### config.mk
export PLATFORM = sky130hd
export DESIGN_NAME = servo_command_packet_framer_flat
export DESIGN_NICKNAME = d
export VERILOG_FILES = /design/src/design/scpf_pkg.sv /design/src/design/scpf_cmd_if.sv /design/src/design/scpf_byte_if.sv /design/src/design/scpf_front.sv /design/src/design/scpf_queue.sv /design/src/design/scpf_back.sv /design/src/design/servo_command_packet_framer.sv /design/src/flat_wrapper.sv
export SDC_FILE = /design/constraint.sdc
export NUM_CORES = 1
export LEC_CHECK = 0
export BUFFER_PORTS_ARGS = -buffer_cell sky130_fd_sc_hd__buf_2
export CELL_PAD_IN_SITES_DETAIL_PLACEMENT = 1
export CELL_PAD_IN_SITES_GLOBAL_PLACEMENT = 1
export CORE_ASPECT_RATIO = 1.5
export CORE_MARGIN = 4
export CORE_UTILIZATION = 45
export DETAILED_ROUTE_END_ITERATION = 10
export PLACE_DENSITY_LB_ADDON = 0.1
export RECOVER_POWER = 100
export SYNTH_ARGS = -nofsm -noshare
export SYNTH_HDL_FRONTEND = slang
export SYNTH_SLANG_ARGS = --single-unit
export TNS_END_PERCENT = 100
### constraint.sdc
create_clock -name clk_i -period 6.7 [get_ports clk_i]
set_input_delay 0.335 -clock clk_i [delete_from_list [all_inputs] [get_ports clk_i]]
set_output_delay 0.335 -clock clk_i [all_outputs]
set_load 0.1 [all_outputs]
### src/design/scpf_pkg.sv
// Shared types, constants and the CRC step for the servo command packet framer.
// No dependencies; imported by front end, queue, back end, top and testbench.
package scpf_pkg;

  // Command kinds
  typedef enum logic [1:0] {
    OP_VELOCITY = 2'd0,
    OP_POSITION = 2'd1,
    OP_TORQUE   = 2'd2,
    OP_UNUSED   = 2'd3
  } op_e;

  // Packet constants
  localparam logic [7:0]  HdrByte0    = 8'hFF;
  localparam logic [7:0]  HdrByte2    = 8'hFD;
  localparam logic [7:0]  ReservedByte = 8'h00;
  localparam logic [7:0]  InstrBase   = 8'h10;
  localparam logic [7:0]  LenBase     = 8'd4;
  localparam logic [15:0] CrcPoly     = 16'h8005;
  localparam logic [15:0] CrcInit     = 16'h0000;

  // Byte positions within a packet
  localparam logic [3:0] PosHdr0  = 4'd0;
  localparam logic [3:0] PosHdr1  = 4'd1;
  localparam logic [3:0] PosHdr2  = 4'd2;
  localparam logic [3:0] PosLen   = 4'd3;
  localparam logic [3:0] PosRsv   = 4'd4;
  localparam logic [3:0] PosId    = 4'd5;
  localparam logic [3:0] PosInstr = 4'd6;
  localparam logic [3:0] PosGoalH = 4'd7;
  localparam logic [3:0] PosGoalL = 4'd8;
  localparam logic [3:0] PosDir   = 4'd9;

  // Bytes covered by the CRC, with and without the direction byte
  localparam logic [3:0] DataBytesDir   = 4'd10;
  localparam logic [3:0] DataBytesNoDir = 4'd9;

  // Default depth of the command queue
  localparam int unsigned QueueDepthDef = 2;

  // One classified command, ready to be serialised
  typedef struct packed {
    logic [7:0]  motor_id;
    logic [7:0]  instr;
    logic [7:0]  len;
    logic [15:0] goal;
    logic [7:0]  direction;
    logic        has_dir;
  } desc_t;

  // Queue head as seen by the serialiser
  typedef struct packed {
    logic  valid;
    desc_t desc;
  } head_t;

  // Fold one byte into the CRC-16, MSB first
  function automatic logic [15:0] crc_byte(input logic [15:0] acc, input logic [7:0] b);
    logic [15:0] c;
    c = acc ^ {b, 8'h00};
    for (int k = 0; k < 8; k++) begin
      if (c[15]) begin
        c = {c[14:0], 1'b0} ^ CrcPoly;
      end else begin
        c = {c[14:0], 1'b0};
      end
    end
    return c;
  endfunction

endpackage

### src/design/scpf_cmd_if.sv
// Command channel: valid/ready handshake carrying one servo command.
// Depends on nothing.
interface scpf_cmd_if;
  logic               valid;
  logic               ready;
  logic [1:0]         op;
  logic [7:0]         motor_id;
  logic signed [15:0] goal_value;
  logic [7:0]         direction;

  modport source (output valid, output op, output motor_id, output goal_value,
                  output direction, input ready);
  modport sink   (input valid, input op, input motor_id, input goal_value,
                  input direction, output ready);
endinterface

### src/design/scpf_byte_if.sv
// Byte channel: valid/ready handshake carrying one packet byte and its end flag.
// Depends on nothing.
interface scpf_byte_if;
  logic       valid;
  logic       ready;
  logic [7:0] tx_byte;
  logic       last;

  modport source (output valid, output tx_byte, output last, input ready);
  modport sink   (input valid, input tx_byte, input last, output ready);
endinterface

### src/design/scpf_front.sv
// Front end: takes commands, drops unused op codes, builds packet descriptors.
// Depends on scpf_pkg.
module scpf_front (
  input  logic               cmd_valid_i,
  input  logic [1:0]         cmd_op_i,
  input  logic [7:0]         cmd_motor_id_i,
  input  logic signed [15:0] cmd_goal_value_i,
  input  logic [7:0]         cmd_direction_i,
  output logic               cmd_ready_o,
  input  logic               q_full_i,
  output logic               push_o,
  output scpf_pkg::desc_t    desc_o
);
  import scpf_pkg::*;

  op_e op;

  assign op = op_e'(cmd_op_i);

  // Accept whenever the queue has room; unused codes are taken and dropped
  assign cmd_ready_o = !q_full_i;
  assign push_o      = cmd_valid_i && !q_full_i && (op != OP_UNUSED);

  // Classify: position carries no direction byte
  always_comb begin
    desc_o.motor_id  = cmd_motor_id_i;
    desc_o.instr     = InstrBase + {6'b0, cmd_op_i};
    desc_o.has_dir   = (op != OP_POSITION);
    desc_o.len       = LenBase + (desc_o.has_dir ? 8'd3 : 8'd2);
    desc_o.goal      = cmd_goal_value_i;
    desc_o.direction = cmd_direction_i;
  end

endmodule

### src/design/scpf_queue.sv
// Short descriptor queue between the front end and the serialiser.
// Depends on scpf_pkg.
module scpf_queue #(
  parameter int unsigned Depth = scpf_pkg::QueueDepthDef
) (
  input  logic            clk_i,
  input  logic            rst_ni,
  input  logic            push_i,
  input  scpf_pkg::desc_t desc_i,
  output logic            full_o,
  input  logic            pop_i,
  output scpf_pkg::head_t head_o
);
  import scpf_pkg::*;

  localparam int unsigned PtrW = (Depth > 1) ? $clog2(Depth) : 1;
  localparam int unsigned CntW = $clog2(Depth + 1);

  desc_t           entries_q [Depth];
  logic [PtrW-1:0] wr_ptr_q, wr_ptr_d;
  logic [PtrW-1:0] rd_ptr_q, rd_ptr_d;
  logic [CntW-1:0] count_q, count_d;
  logic            do_push, do_pop;

  assign full_o      = (count_q == CntW'(Depth));
  assign head_o.valid = (count_q != '0);
  assign head_o.desc  = entries_q[rd_ptr_q];

  assign do_push = push_i && !full_o;
  assign do_pop  = pop_i && head_o.valid;

  // Advance pointers with wrap, track fill level
  always_comb begin
    wr_ptr_d = wr_ptr_q;
    rd_ptr_d = rd_ptr_q;
    count_d  = count_q;
    if (do_push) begin
      wr_ptr_d = (wr_ptr_q == PtrW'(Depth - 1)) ? '0 : wr_ptr_q + 1'b1;
    end
    if (do_pop) begin
      rd_ptr_d = (rd_ptr_q == PtrW'(Depth - 1)) ? '0 : rd_ptr_q + 1'b1;
    end
    if (do_push && !do_pop) begin
      count_d = count_q + 1'b1;
    end else if (do_pop && !do_push) begin
      count_d = count_q - 1'b1;
    end
  end

  always_ff @(posedge clk_i or negedge rst_ni) begin
    if (!rst_ni) begin
      wr_ptr_q <= '0;
      rd_ptr_q <= '0;
      count_q  <= '0;
    end else begin
      wr_ptr_q <= wr_ptr_d;
      rd_ptr_q <= rd_ptr_d;
      count_q  <= count_d;
    end
  end

  // Store the descriptor
  always_ff @(posedge clk_i) begin
    if (do_push) begin
      entries_q[wr_ptr_q] <= desc_i;
    end
  end

endmodule

### src/design/scpf_back.sv
// Back end: serialises the head one byte per unstalled cycle, with a running CRC.
// Depends on scpf_pkg.
module scpf_back (
  input  logic            clk_i,
  input  logic            rst_ni,
  input  scpf_pkg::head_t head_i,
  output logic            pop_o,
  output logic            tx_valid_o,
  input  logic            tx_ready_i,
  output logic [7:0]      tx_byte_o,
  output logic            tx_last_o
);
  import scpf_pkg::*;

  logic [3:0]  idx_q, idx_d;
  logic [15:0] crc_q, crc_d;
  logic        valid_q, valid_d;
  logic [7:0]  byte_q, byte_d;
  logic        last_q, last_d;
  logic [3:0]  n_data;
  logic        is_data, is_last, advance;
  logic [7:0]  cur_byte, data_byte;

  assign n_data  = head_i.desc.has_dir ? DataBytesDir : DataBytesNoDir;
  assign is_data = (idx_q < n_data);
  assign is_last = (idx_q == n_data + 4'd1);
  assign advance = head_i.valid && (!valid_q || tx_ready_i);
  assign pop_o   = advance && is_last;

  // Select the data byte at the current position
  always_comb begin
    unique case (idx_q)
      PosHdr0, PosHdr1: data_byte = HdrByte0;
      PosHdr2:          data_byte = HdrByte2;
      PosLen:           data_byte = head_i.desc.len;
      PosRsv:           data_byte = ReservedByte;
      PosId:            data_byte = head_i.desc.motor_id;
      PosInstr:         data_byte = head_i.desc.instr;
      PosGoalH:         data_byte = head_i.desc.goal[15:8];
      PosGoalL:         data_byte = head_i.desc.goal[7:0];
      default:          data_byte = head_i.desc.direction;
    endcase
  end

  // Data bytes first, then the CRC high and low bytes
  always_comb begin
    priority if (is_data) begin
      cur_byte = data_byte;
    end else if (!is_last) begin
      cur_byte = crc_q[15:8];
    end else begin
      cur_byte = crc_q[7:0];
    end
  end

  // Advance position and CRC; refill the output register
  always_comb begin
    idx_d   = idx_q;
    crc_d   = crc_q;
    byte_d  = byte_q;
    last_d  = last_q;
    valid_d = valid_q && !tx_ready_i;
    if (advance) begin
      valid_d = 1'b1;
      byte_d  = cur_byte;
      last_d  = is_last;
      if (is_last) begin
        idx_d = '0;
        crc_d = CrcInit;
      end else begin
        idx_d = idx_q + 4'd1;
        crc_d = is_data ? crc_byte(crc_q, cur_byte) : crc_q;
      end
    end
  end

  always_ff @(posedge clk_i or negedge rst_ni) begin
    if (!rst_ni) begin
      idx_q   <= '0;
      crc_q   <= CrcInit;
      valid_q <= 1'b0;
    end else begin
      idx_q   <= idx_d;
      crc_q   <= crc_d;
      valid_q <= valid_d;
    end
  end

  // Output payload holds while stalled
  always_ff @(posedge clk_i) begin
    byte_q <= byte_d;
    last_q <= last_d;
  end

  assign tx_valid_o = valid_q;
  assign tx_byte_o  = byte_q;
  assign tx_last_o  = last_q;

endmodule

### src/design/servo_command_packet_framer.sv
// Channel   Dir  Payload                                   Notes
// cmd_i     in   op, motor_id, goal_value, direction       op 3 is taken and dropped
// tx_o      out  tx_byte, last                             last on CRC low byte
//
// A packet is 12 bytes (velocity, torque) or 11 bytes (position), one byte per
// cycle through the output register while tx_o.ready is high. A command
// reaches the queue in the cycle it is accepted; its first byte then passes
// through the queue head and the output register before it is offered. The queue
// (QueueDepth entries) takes new commands while a packet streams. Reset clears
// queue, byte counter, CRC and tx valid. tx_o.ready low holds the output byte and
// stalls the serialiser; cmd_i.ready drops once the queue is full.
module servo_command_packet_framer #(
  parameter int unsigned QueueDepth = scpf_pkg::QueueDepthDef
) (
  input logic         clk_i,
  input logic         rst_ni,
  scpf_cmd_if.sink    cmd_i,
  scpf_byte_if.source tx_o
);
  import scpf_pkg::*;

  logic  q_full, push, pop;
  desc_t desc;
  head_t head;

  scpf_front u_front (
    .cmd_valid_i      (cmd_i.valid),
    .cmd_op_i         (cmd_i.op),
    .cmd_motor_id_i   (cmd_i.motor_id),
    .cmd_goal_value_i (cmd_i.goal_value),
    .cmd_direction_i  (cmd_i.direction),
    .cmd_ready_o      (cmd_i.ready),
    .q_full_i         (q_full),
    .push_o           (push),
    .desc_o           (desc)
  );

  scpf_queue #(
    .Depth (QueueDepth)
  ) u_queue (
    .clk_i  (clk_i),
    .rst_ni (rst_ni),
    .push_i (push),
    .desc_i (desc),
    .full_o (q_full),
    .pop_i  (pop),
    .head_o (head)
  );

  scpf_back u_back (
    .clk_i      (clk_i),
    .rst_ni     (rst_ni),
    .head_i     (head),
    .pop_o      (pop),
    .tx_valid_o (tx_o.valid),
    .tx_ready_i (tx_o.ready),
    .tx_byte_o  (tx_o.tx_byte),
    .tx_last_o  (tx_o.last)
  );

endmodule

### src/flat_wrapper.sv
// flat-port wrapper written by rule: the top's interface ports become plain ports
module servo_command_packet_framer_flat import scpf_pkg::*;
#(
  parameter int unsigned QueueDepth = scpf_pkg::QueueDepthDef
)
  (clk_i, rst_ni, cmd_i_valid, cmd_i_op, cmd_i_motor_id, cmd_i_goal_value, cmd_i_direction, cmd_i_ready, tx_o_valid, tx_o_tx_byte, tx_o_last, tx_o_ready);
  scpf_cmd_if cmd_i_i ();
  scpf_byte_if tx_o_i ();
  input logic clk_i;
  input logic rst_ni;
  input wire logic [$bits(cmd_i_i.valid)-1:0] cmd_i_valid;
  input wire logic [$bits(cmd_i_i.op)-1:0] cmd_i_op;
  input wire logic [$bits(cmd_i_i.motor_id)-1:0] cmd_i_motor_id;
  input wire logic [$bits(cmd_i_i.goal_value)-1:0] cmd_i_goal_value;
  input wire logic [$bits(cmd_i_i.direction)-1:0] cmd_i_direction;
  output wire logic [$bits(cmd_i_i.ready)-1:0] cmd_i_ready;
  output wire logic [$bits(tx_o_i.valid)-1:0] tx_o_valid;
  output wire logic [$bits(tx_o_i.tx_byte)-1:0] tx_o_tx_byte;
  output wire logic [$bits(tx_o_i.last)-1:0] tx_o_last;
  input wire logic [$bits(tx_o_i.ready)-1:0] tx_o_ready;
  assign cmd_i_i.valid = cmd_i_valid;
  assign cmd_i_i.op = cmd_i_op;
  assign cmd_i_i.motor_id = cmd_i_motor_id;
  assign cmd_i_i.goal_value = cmd_i_goal_value;
  assign cmd_i_i.direction = cmd_i_direction;
  assign cmd_i_ready = cmd_i_i.ready;
  assign tx_o_valid = tx_o_i.valid;
  assign tx_o_tx_byte = tx_o_i.tx_byte;
  assign tx_o_last = tx_o_i.last;
  assign tx_o_i.ready = tx_o_ready;
  servo_command_packet_framer #(.QueueDepth(QueueDepth)) u_core (.clk_i(clk_i), .rst_ni(rst_ni), .cmd_i(cmd_i_i), .tx_o(tx_o_i));
endmodule
## Yosys cells after proc, flatten, opt, wreduce, memory -nomap -nowiden

Memories as Yosys holds them, arrays and structs flattened.
Cells that the tools add are included.

| word-level totals | value |
|---|---|
| bits in registers | 34 |
| bits in latches | 0 |
| bits in writable memories | 86 |
| memory bits (read-only) | 0 |
| input bits | 38 |
| output and inout bits | 11 |
| word-level logic and storage cells | 97 |
| memories kept | 1 |

Memories:

| name | depth | bits a word | read ports | clocked after Yosys merged registers in | write ports | line | RTL |
|---|---|---|---|---|---|---|---|
| u_core.u_queue.entries_q | 2 | 43 | 1 | 0 | 1 | scpf_queue.sv:19 | `desc_t entries_q [Depth];` |

| operators by class | value |
|---|---|
| $add $sub $neg | 8 |
| multiply operators | 0 |
| div/mod/pow operators | 0 |
| $lt $le $gt $ge | 1 |
| equal/unequal tests | 12 |
| shift-type cells | 0 |
| muxes and demuxes | 37 |
| bitwise logic cells | 9 |
| reduce and logical (&&, ||, !) cells | 21 |

Operators by type and width:

| kind | count |
|---|---|
| $mux W16 | 24 |
| $pmux W8 S8 | 1 |
| $not A3 Y3 | 8 |
| $eq A4 B3 Y1 const B | 4 |
| $mux W8 | 2 |
| $xor A16 B16 Y16 | 1 |
| $logic_and A1 B1 Y1 | 9 |
| $add A4 B1 Y4 const B | 2 |
| $eq A4 B2 Y1 const B | 2 |
| $add A5 B2 Y6 const A | 1 |
| $mux W1 | 6 |
| $mux W2 | 3 |
| $reduce_bool A2 Y1 | 3 |
| $logic_not A1 Y1 | 5 |
| $add A3 B2 Y4 const A | 1 |
| $eq A4 B1 Y1 const B | 1 |
| $eq A4 B4 Y1 | 1 |
| $eq A4 B4 Y1 const B | 1 |
| $logic_not A4 Y1 | 1 |
| $lt A4 B4 Y1 | 1 |
| $mux W4 | 1 |
| $add A1 B1 Y1 const B | 2 |
| $add A2 B1 Y2 const B | 1 |
| $eq A2 B2 Y1 const B | 1 |
| other kinds (6) | 6 |

## Depth between registers and ports, before layout

An unclocked memory read counts as a cell.

| logic depth | value |
|---|---|
| depth after elaboration | 39 |
| depth in mapped cells | 17 |

## Hierarchy

A second synthesis with hierarchy kept.

| second synthesis, totals | value |
|---|---|
| cells, all modules | 476 |
| area total of the unflattened synthesis | 6692.7 um^2 |

By module, submodules not included:

| module | times used | cells each | area an instance (um^2) |
|---|---|---|---|
| scpf_queue | 1 | 172 | 3990.1 |
| scpf_back | 1 | 250 | 2314.7 |
| scpf_front | 1 | 54 | 387.9 |

## Worst setup path before layout

OpenSTA, ideal clock, no wires.

| path | value |
|---|---|
| kind | reg2reg |
| start point | reg u_core.u_queue.rd_ptr_q |
| end point | reg u_core.u_back.crc_q[15] |
| setup time | 0.076 ns |
| data arrival time | 3.672 ns |
| data required time | 6.624 ns |
| path slack | 2.951 ns |
| stages on the path, launching flop included | 17 |
| path buffers | 5 |
| period minus slack after synthesis | 3.749 ns |
| path through | dfrtp_1 > buf_6 > buf_4 > buf_6 > buf_2 > mux2i_1 > ha_1 > or4b_1 > buf_4 > inv_6 > nand2_4 > o21ai_1 > a22oi_2 > xor2_1 > xnor3_2 > xnor3_1 > o21ai_1 |

| between the ends | value |
|---|---|
| longest elaborated chain between the ends | 32 |
| elaborated cells on any way between the ends | 42 |
| classes of those cells | add/sub: 1; order compare: 1; eq/ne: 1; mux: 28; bitwise: 8; reduce/logical: 2; memory: 1 |

RTL lines:

| item | line | RTL |
|---|---|---|
| from (decl) | scpf_queue.sv:21 | `logic [PtrW-1:0] rd_ptr_q, rd_ptr_d;` |
| from (signal assigned) | scpf_queue.sv:57 | `rd_ptr_q <= rd_ptr_d;` |
| $mem_v2 Z2 W43 * | -- |  |
| $mux W2 | scpf_back.sv:24 | `assign n_data = head_i.desc.has_dir ? DataBytesDir : DataBytesNoDir;` |
| $add A4 B1 Y4 | scpf_back.sv:26 | `assign is_last = (idx_q == n_data + 4'd1);` |
| $eq A4 B4 Y1 | scpf_back.sv:26 |  |
| $mux W8 | scpf_back.sv:49 | `end else if (!is_last) begin` |
| $mux W8 | scpf_back.sv:47 | `priority if (is_data) begin` |
| $xor A16 B16 Y16 | scpf_pkg.sv:60 | `c = acc ^ {b, 8'h00};` |
| $mux W16 or $not A3 Y3 (tied branches) | -- |  |
| [16 not listed] | -- |  |
| $mux W16 (on tied branches) | scpf_back.sv:63, scpf_back.sv:67 |  |
| $not A3 Y3 (no source line) or $mux W16 (tied branches) | -- |  |
| $mux W16 | scpf_pkg.sv:62 | `if (c[15]) begin` |
| $mux W16 | scpf_back.sv:67 | `if (is_last) begin` |
| $mux W16 | scpf_back.sv:63 | `if (advance) begin` |
| $mux W16 | scpf_pkg.sv:62 |  |
| $mux W16 | scpf_back.sv:72 | `crc_d = is_data ? crc_byte(crc_q, cur_byte) : crc_q;` |
| $mux W16 | scpf_back.sv:67 |  |
| to (signal assigned) | scpf_back.sv:80 | `crc_q <= CrcInit;` |
| to (signal assigned) | scpf_back.sv:84 | `crc_q <= crc_d;` |
| to (decl) | scpf_back.sv:16 | `logic [15:0] crc_q, crc_d;` |

Mark *: on every way between the ends. The rest lies on a longest branch, timed or not. The select of a mux whose other input is x is not followed.
A chain may end at the register's enable or synchronous reset.

## Worst setup path in the final report

Same ends and word-level chain as after synthesis.

==> results.rst <==
.. list-table::
   :header-rows: 1

   * - Metric
     - Value
   * - Outcome
     - finished with violations
   * - Setup tns final
     - 0 ps
   * - Max Cap Violations
     - 3
   * - Inserted Clock Buffers
     - 9
   * - Hold Worst Slack
     - about 170 ps
   * - Yosys Warn Count
     - 0
   * - Clk Tree Root Cell
     - sky130_fd_sc_hd__clkbuf_16
   * - Worst setup path category
     - flop to flop
   * - Die footprint
     - approximately 12,000 sq um
   * - Data required time of the worst path
     - between 6000 and 7000 ps
   * - Clk_lat worst skew
     - 350 ps
   * - Final worst path period share
     - 0.653
   * - Overall track demand over capacity in global routing
     - 0.190
   * - Mapped Area
     - ~4800 sq um
   * - Leading cell types by count after synthesis
     - 79 x sky130_fd_sc_hd__edfxtp_1, 34 x sky130_fd_sc_hd__nand2_1, 25 x sky130_fd_sc_hd__dfrtp_1
   * - WP data arrival
     - between 4000 and 5000 ps
   * - Met1 usage
     - 0.224
   * - Post-synthesis sequential area ratio
     - 0.624
   * - Setup violations, final
     - 0
   * - Post-synth top area cell
     - sky130_fd_sc_hd__edfxtp_1
   * - Antenna violations before repair
     - 0
   * - Number of nets produced by synthesis
     - 402
   * - Seq. cell area
     - 3000 sq um
   * - Adder-Cell Fraction of Synth Area
     - 0.0182
   * - Post-synthesis to final-layout area growth
     - 12.4%
   * - Share of synthesized area spent on multiplexers
     - 0.0505
   * - Setup repair after global routing missed its margin
     - no
   * - Post-synthesis xor/xnor area fraction
     - 0.0424
   * - Max frequency
     - approximately 230 MHz
   * - Number of synthesized flops with an enable pin
     - ~80
   * - # diodes
     - 0
   * - Primary flip-flop cell chosen by synthesis mapping
     - sky130_fd_sc_hd__edfxtp_1
   * - Met3 track demand over resource in global routing
     - 0.0446
   * - Post-Syn Area per Cell
     - about 13 sq um
   * - Clk slew on worst S/H paths
     - roughly 70 ps
   * - Asr flop ratio synth
     - 0.240
   * - Number of vias per cell after detailed routing
     - around 5.6
   * - Pin slew with the least headroom to its limit
     - between 2000 and 2500 ps
   * - Via count
     - slightly above 3k
   * - Fillers
     - roughly 1.1k
   * - Distinct cell type count after synthesis
     - 62
   * - Largest family of logic cells by synthesized area
     - compound AO/OA/AOI/OAI gates
   * - Synthesized instance count
     - 357
   * - Violations in the final reports
     - capacitance limit, slew limit
   * - Worst relative slew slack
     - -0.336
   * - Critical Path Sink Type
     - flop
   * - Leading cell type by number of instances after synthesis
     - sky130_fd_sc_hd__edfxtp_1
   * - Number of post-CTS setup repair buffers
     - 0
   * - Overall routed net length
     - 11,100 um
   * - GR met2 Demand/Resource
     - 0.330
   * - Area of the multi-input gates
     - ~1700 sq um
   * - Top post-synthesis cells by area
     - sky130_fd_sc_hd__edfxtp_1 49%, sky130_fd_sc_hd__dfrtp_1 13%, sky130_fd_sc_hd__nand2_1 2.7%
   * - Critical path startpoint category
     - flop
   * - Worst hold-check path type
     - primary input to flop
   * - Fraction of final layout cells sized beyond drive strength 1
     - 0.145
   * - Core box area
     - 10,300 sq um
   * - Post-CTS sizing
     - 0
   * - Global route total overflow
     - 0
   * - Routed length per placed instance
     - 20.1 um
   * - CTS H-tree lvls
     - 3
   * - Clock Skew
     - a little under 8 ps
   * - Placed wire-length estimate after detailed placement
     - about 7900 um
   * - Post-synthesis simple-gate area fraction
     - 0.0964
   * - CTS tree
     - done
   * - Global placer's final weighted congestion
     - around 0.84
   * - Time the final worst path needs with I/O delays and setup
     - ~4400 ps
   * - Crit path max fanout
     - 35
   * - Area share of the leading cell type in the synthesized netlist
     - 0.494
   * - Starting density of the core
     - 0.466
   * - Final Hold Viols
     - 0
   * - Die height
     - ~130 um
   * - Width of the die
     - 92.4 um
   * - Cell row count
     - 45
   * - Layout net count
     - between 400 and 500
   * - DRC marker count from the first detailed-route iteration
     - between 100 and 150
   * - FF-to-FF path depth
     - 12
   * - Area fraction in compound gates after synthesis
     - 0.142
   * - Max Buffers Root-to-Sink
     - 2
   * - Synthesis-stage register bit count
     - 104
   * - GR peak layer
     - met2
   * - CTS sink cnt
     - 104
   * - Hold path cells
     - 1
   * - Antenna violation net count after detailed routing
     - 0
   * - Post-cts hold buffer count
     - 0
   * - 1st-pass router iterations
     - 4
   * - Global-route wire length before repair
     - 17,900 um
   * - Number of top-level pins
     - between 40 and 50
   * - Largest net degree at the start of global routing
     - 36
   * - Count of unresolved DRC violations after routing
     - 0
   * - Via count of the first global-routing pass
     - 3,310
   * - Number of pins exceeding their max-slew limit in the final report
     - 89
   * - Worst-case register-to-register setup slack
     - 2320 ps
   * - Number of I/O port buffers
     - 48
final cells by class:
type | count | area share
Timing Repair Buffer | 51 | 0.0405
Tap cell | 141 | 0.0327
Multi-Input combinational cell | 231 | 0.311
Clock buffer | 10 | 0.0424
Clock inverter | 6 | 0.0137
Inverter | 6 | 0.00440
Sequential cell | 104 | 0.555
cells in the final DEF, fill, tap and decap left out, types with 3 or more instances in the layout:
master / n
sky130_fd_sc_hd__a211oi_1: 3
sky130_fd_sc_hd__o21ai_0: 18
sky130_fd_sc_hd__a21boi_0: 3
sky130_fd_sc_hd__a22oi_1: 4
sky130_fd_sc_hd__o221ai_1: 4
sky130_fd_sc_hd__buf_2: 19
sky130_fd_sc_hd__ha_1: 7
sky130_fd_sc_hd__edfxtp_1: 79
sky130_fd_sc_hd__clkbuf_16: 9
sky130_fd_sc_hd__inv_1: 3
sky130_fd_sc_hd__nand4_1: 3
sky130_fd_sc_hd__nor2_1: 12
sky130_fd_sc_hd__and2_1: 3
sky130_fd_sc_hd__xor2_1: 6
sky130_fd_sc_hd__and3b_1: 3
sky130_fd_sc_hd__mux2_2: 5
sky130_fd_sc_hd__nand3_1: 7
sky130_fd_sc_hd__a22o_1: 7
sky130_fd_sc_hd__a21oi_1: 14
sky130_fd_sc_hd__a31oi_1: 5
sky130_fd_sc_hd__dfrtp_1: 25
sky130_fd_sc_hd__xnor2_1: 12
sky130_fd_sc_hd__nor3_1: 4
sky130_fd_sc_hd__o21ai_1: 5
sky130_fd_sc_hd__a21o_1: 3
sky130_fd_sc_hd__nor2b_1: 5
sky130_fd_sc_hd__nand2_1: 34
sky130_fd_sc_hd__mux2_1: 3
sky130_fd_sc_hd__mux2i_1: 10
sky130_fd_sc_hd__clkbuf_1: 32
sky130_fd_sc_hd__nand2b_1: 8
sky130_fd_sc_hd__a221o_1: 3
sky130_fd_sc_hd__o22ai_1: 5
final timing paths:
path                                               start                         endpoint
min in group asynchronous                         rst_ni           u_core.u_back.crc_q[5]
worst max register to register   u_core.u_queue.rd_ptr_q          u_core.u_back.crc_q[15]
worst max-delay path             u_core.u_queue.rd_ptr_q          u_core.u_back.crc_q[15]
worst min register to register  u_core.u_back.tx_valid_o         u_core.u_back.tx_valid_o
max in group asynchronous                         rst_ni           u_core.u_back.idx_q[1]
worst min-delay path                cmd_i_goal_value[13]  u_core.u_queue.entries_q[1][22]
critical path: stages, from the launching register on:
cell                         delay (ps)
sky130_fd_sc_hd__dfrtp_1            340
sky130_fd_sc_hd__buf_4              410
sky130_fd_sc_hd__mux2i_1            330
sky130_fd_sc_hd__ha_1               270
sky130_fd_sc_hd__or4b_1             710
sky130_fd_sc_hd__clkinvlp_2         500
sky130_fd_sc_hd__nand2_4            160
sky130_fd_sc_hd__o21ai_1            210
sky130_fd_sc_hd__a22oi_2            130
sky130_fd_sc_hd__xor2_1             230
sky130_fd_sc_hd__xnor3_1            520
sky130_fd_sc_hd__xnor3_1            360
sky130_fd_sc_hd__o21ai_1            120
sequential cells by signal (all words and copies together) (netlist names):
name	flops
u_core.u_queue.entries_q	70
u_core.u_back.crc_q	16
u_core.u_back.tx_byte_o	8
u_core.u_back.idx_q	4
u_core.u_queue.count_q	2
u_core.u_back.tx_last_o	1
u_core.u_back.tx_valid_o	1
u_core.u_queue.rd_ptr_q	1
u_core.u_queue.wr_ptr_q	1
per-stage QoR:
| stage | worst slack [ps] | utilization | instances | instance area (sq um) |
|---|---|---|---|---|
| floorplan | 2950 | - | 357 | 4800 |
| global placement | 2790 | 0.499 | 533 | 5150 |
| detailed placement | 2620 | 0.499 | 533 | 5150 |
| CTS | 2590 | 0.529 | 549 | 5450 |
| global route | 2030 | 0.524 | 549 | 5400 |
| finish | 2320 | 0.524 | 549 | 5400 |
cells by family (layout without fill, tap and decap cells):
| logic type | after synthesis | after routing |
|---|---|---|
| muxes | 21 | 21 |
| xor gates and xnor gates | 20 | 20 |
| and+or+nand+nor | 90 | 90 |
| DFF | 104 | 104 |
| buffers and inverters | 22 | 73 |
| adders and majority gates | 7 | 7 |
| AOI/OAI and AO/OA | 93 | 93 |
per-layer routing:
| layer | up-vias | share of wire |
|---|---|---|
| met1 | 1551 | 0.41 |
| met3 | 22 | 0.030 |
| li1 | 1460 | - |
| met2 | 67 | 0.53 |
| met5 | - | 0 |
| met4 | 0 | 0.033 |
Power is left out: the tool's default activity adds up to more than one toggle a clock period on the data nets, which glitch-free logic cannot reach.
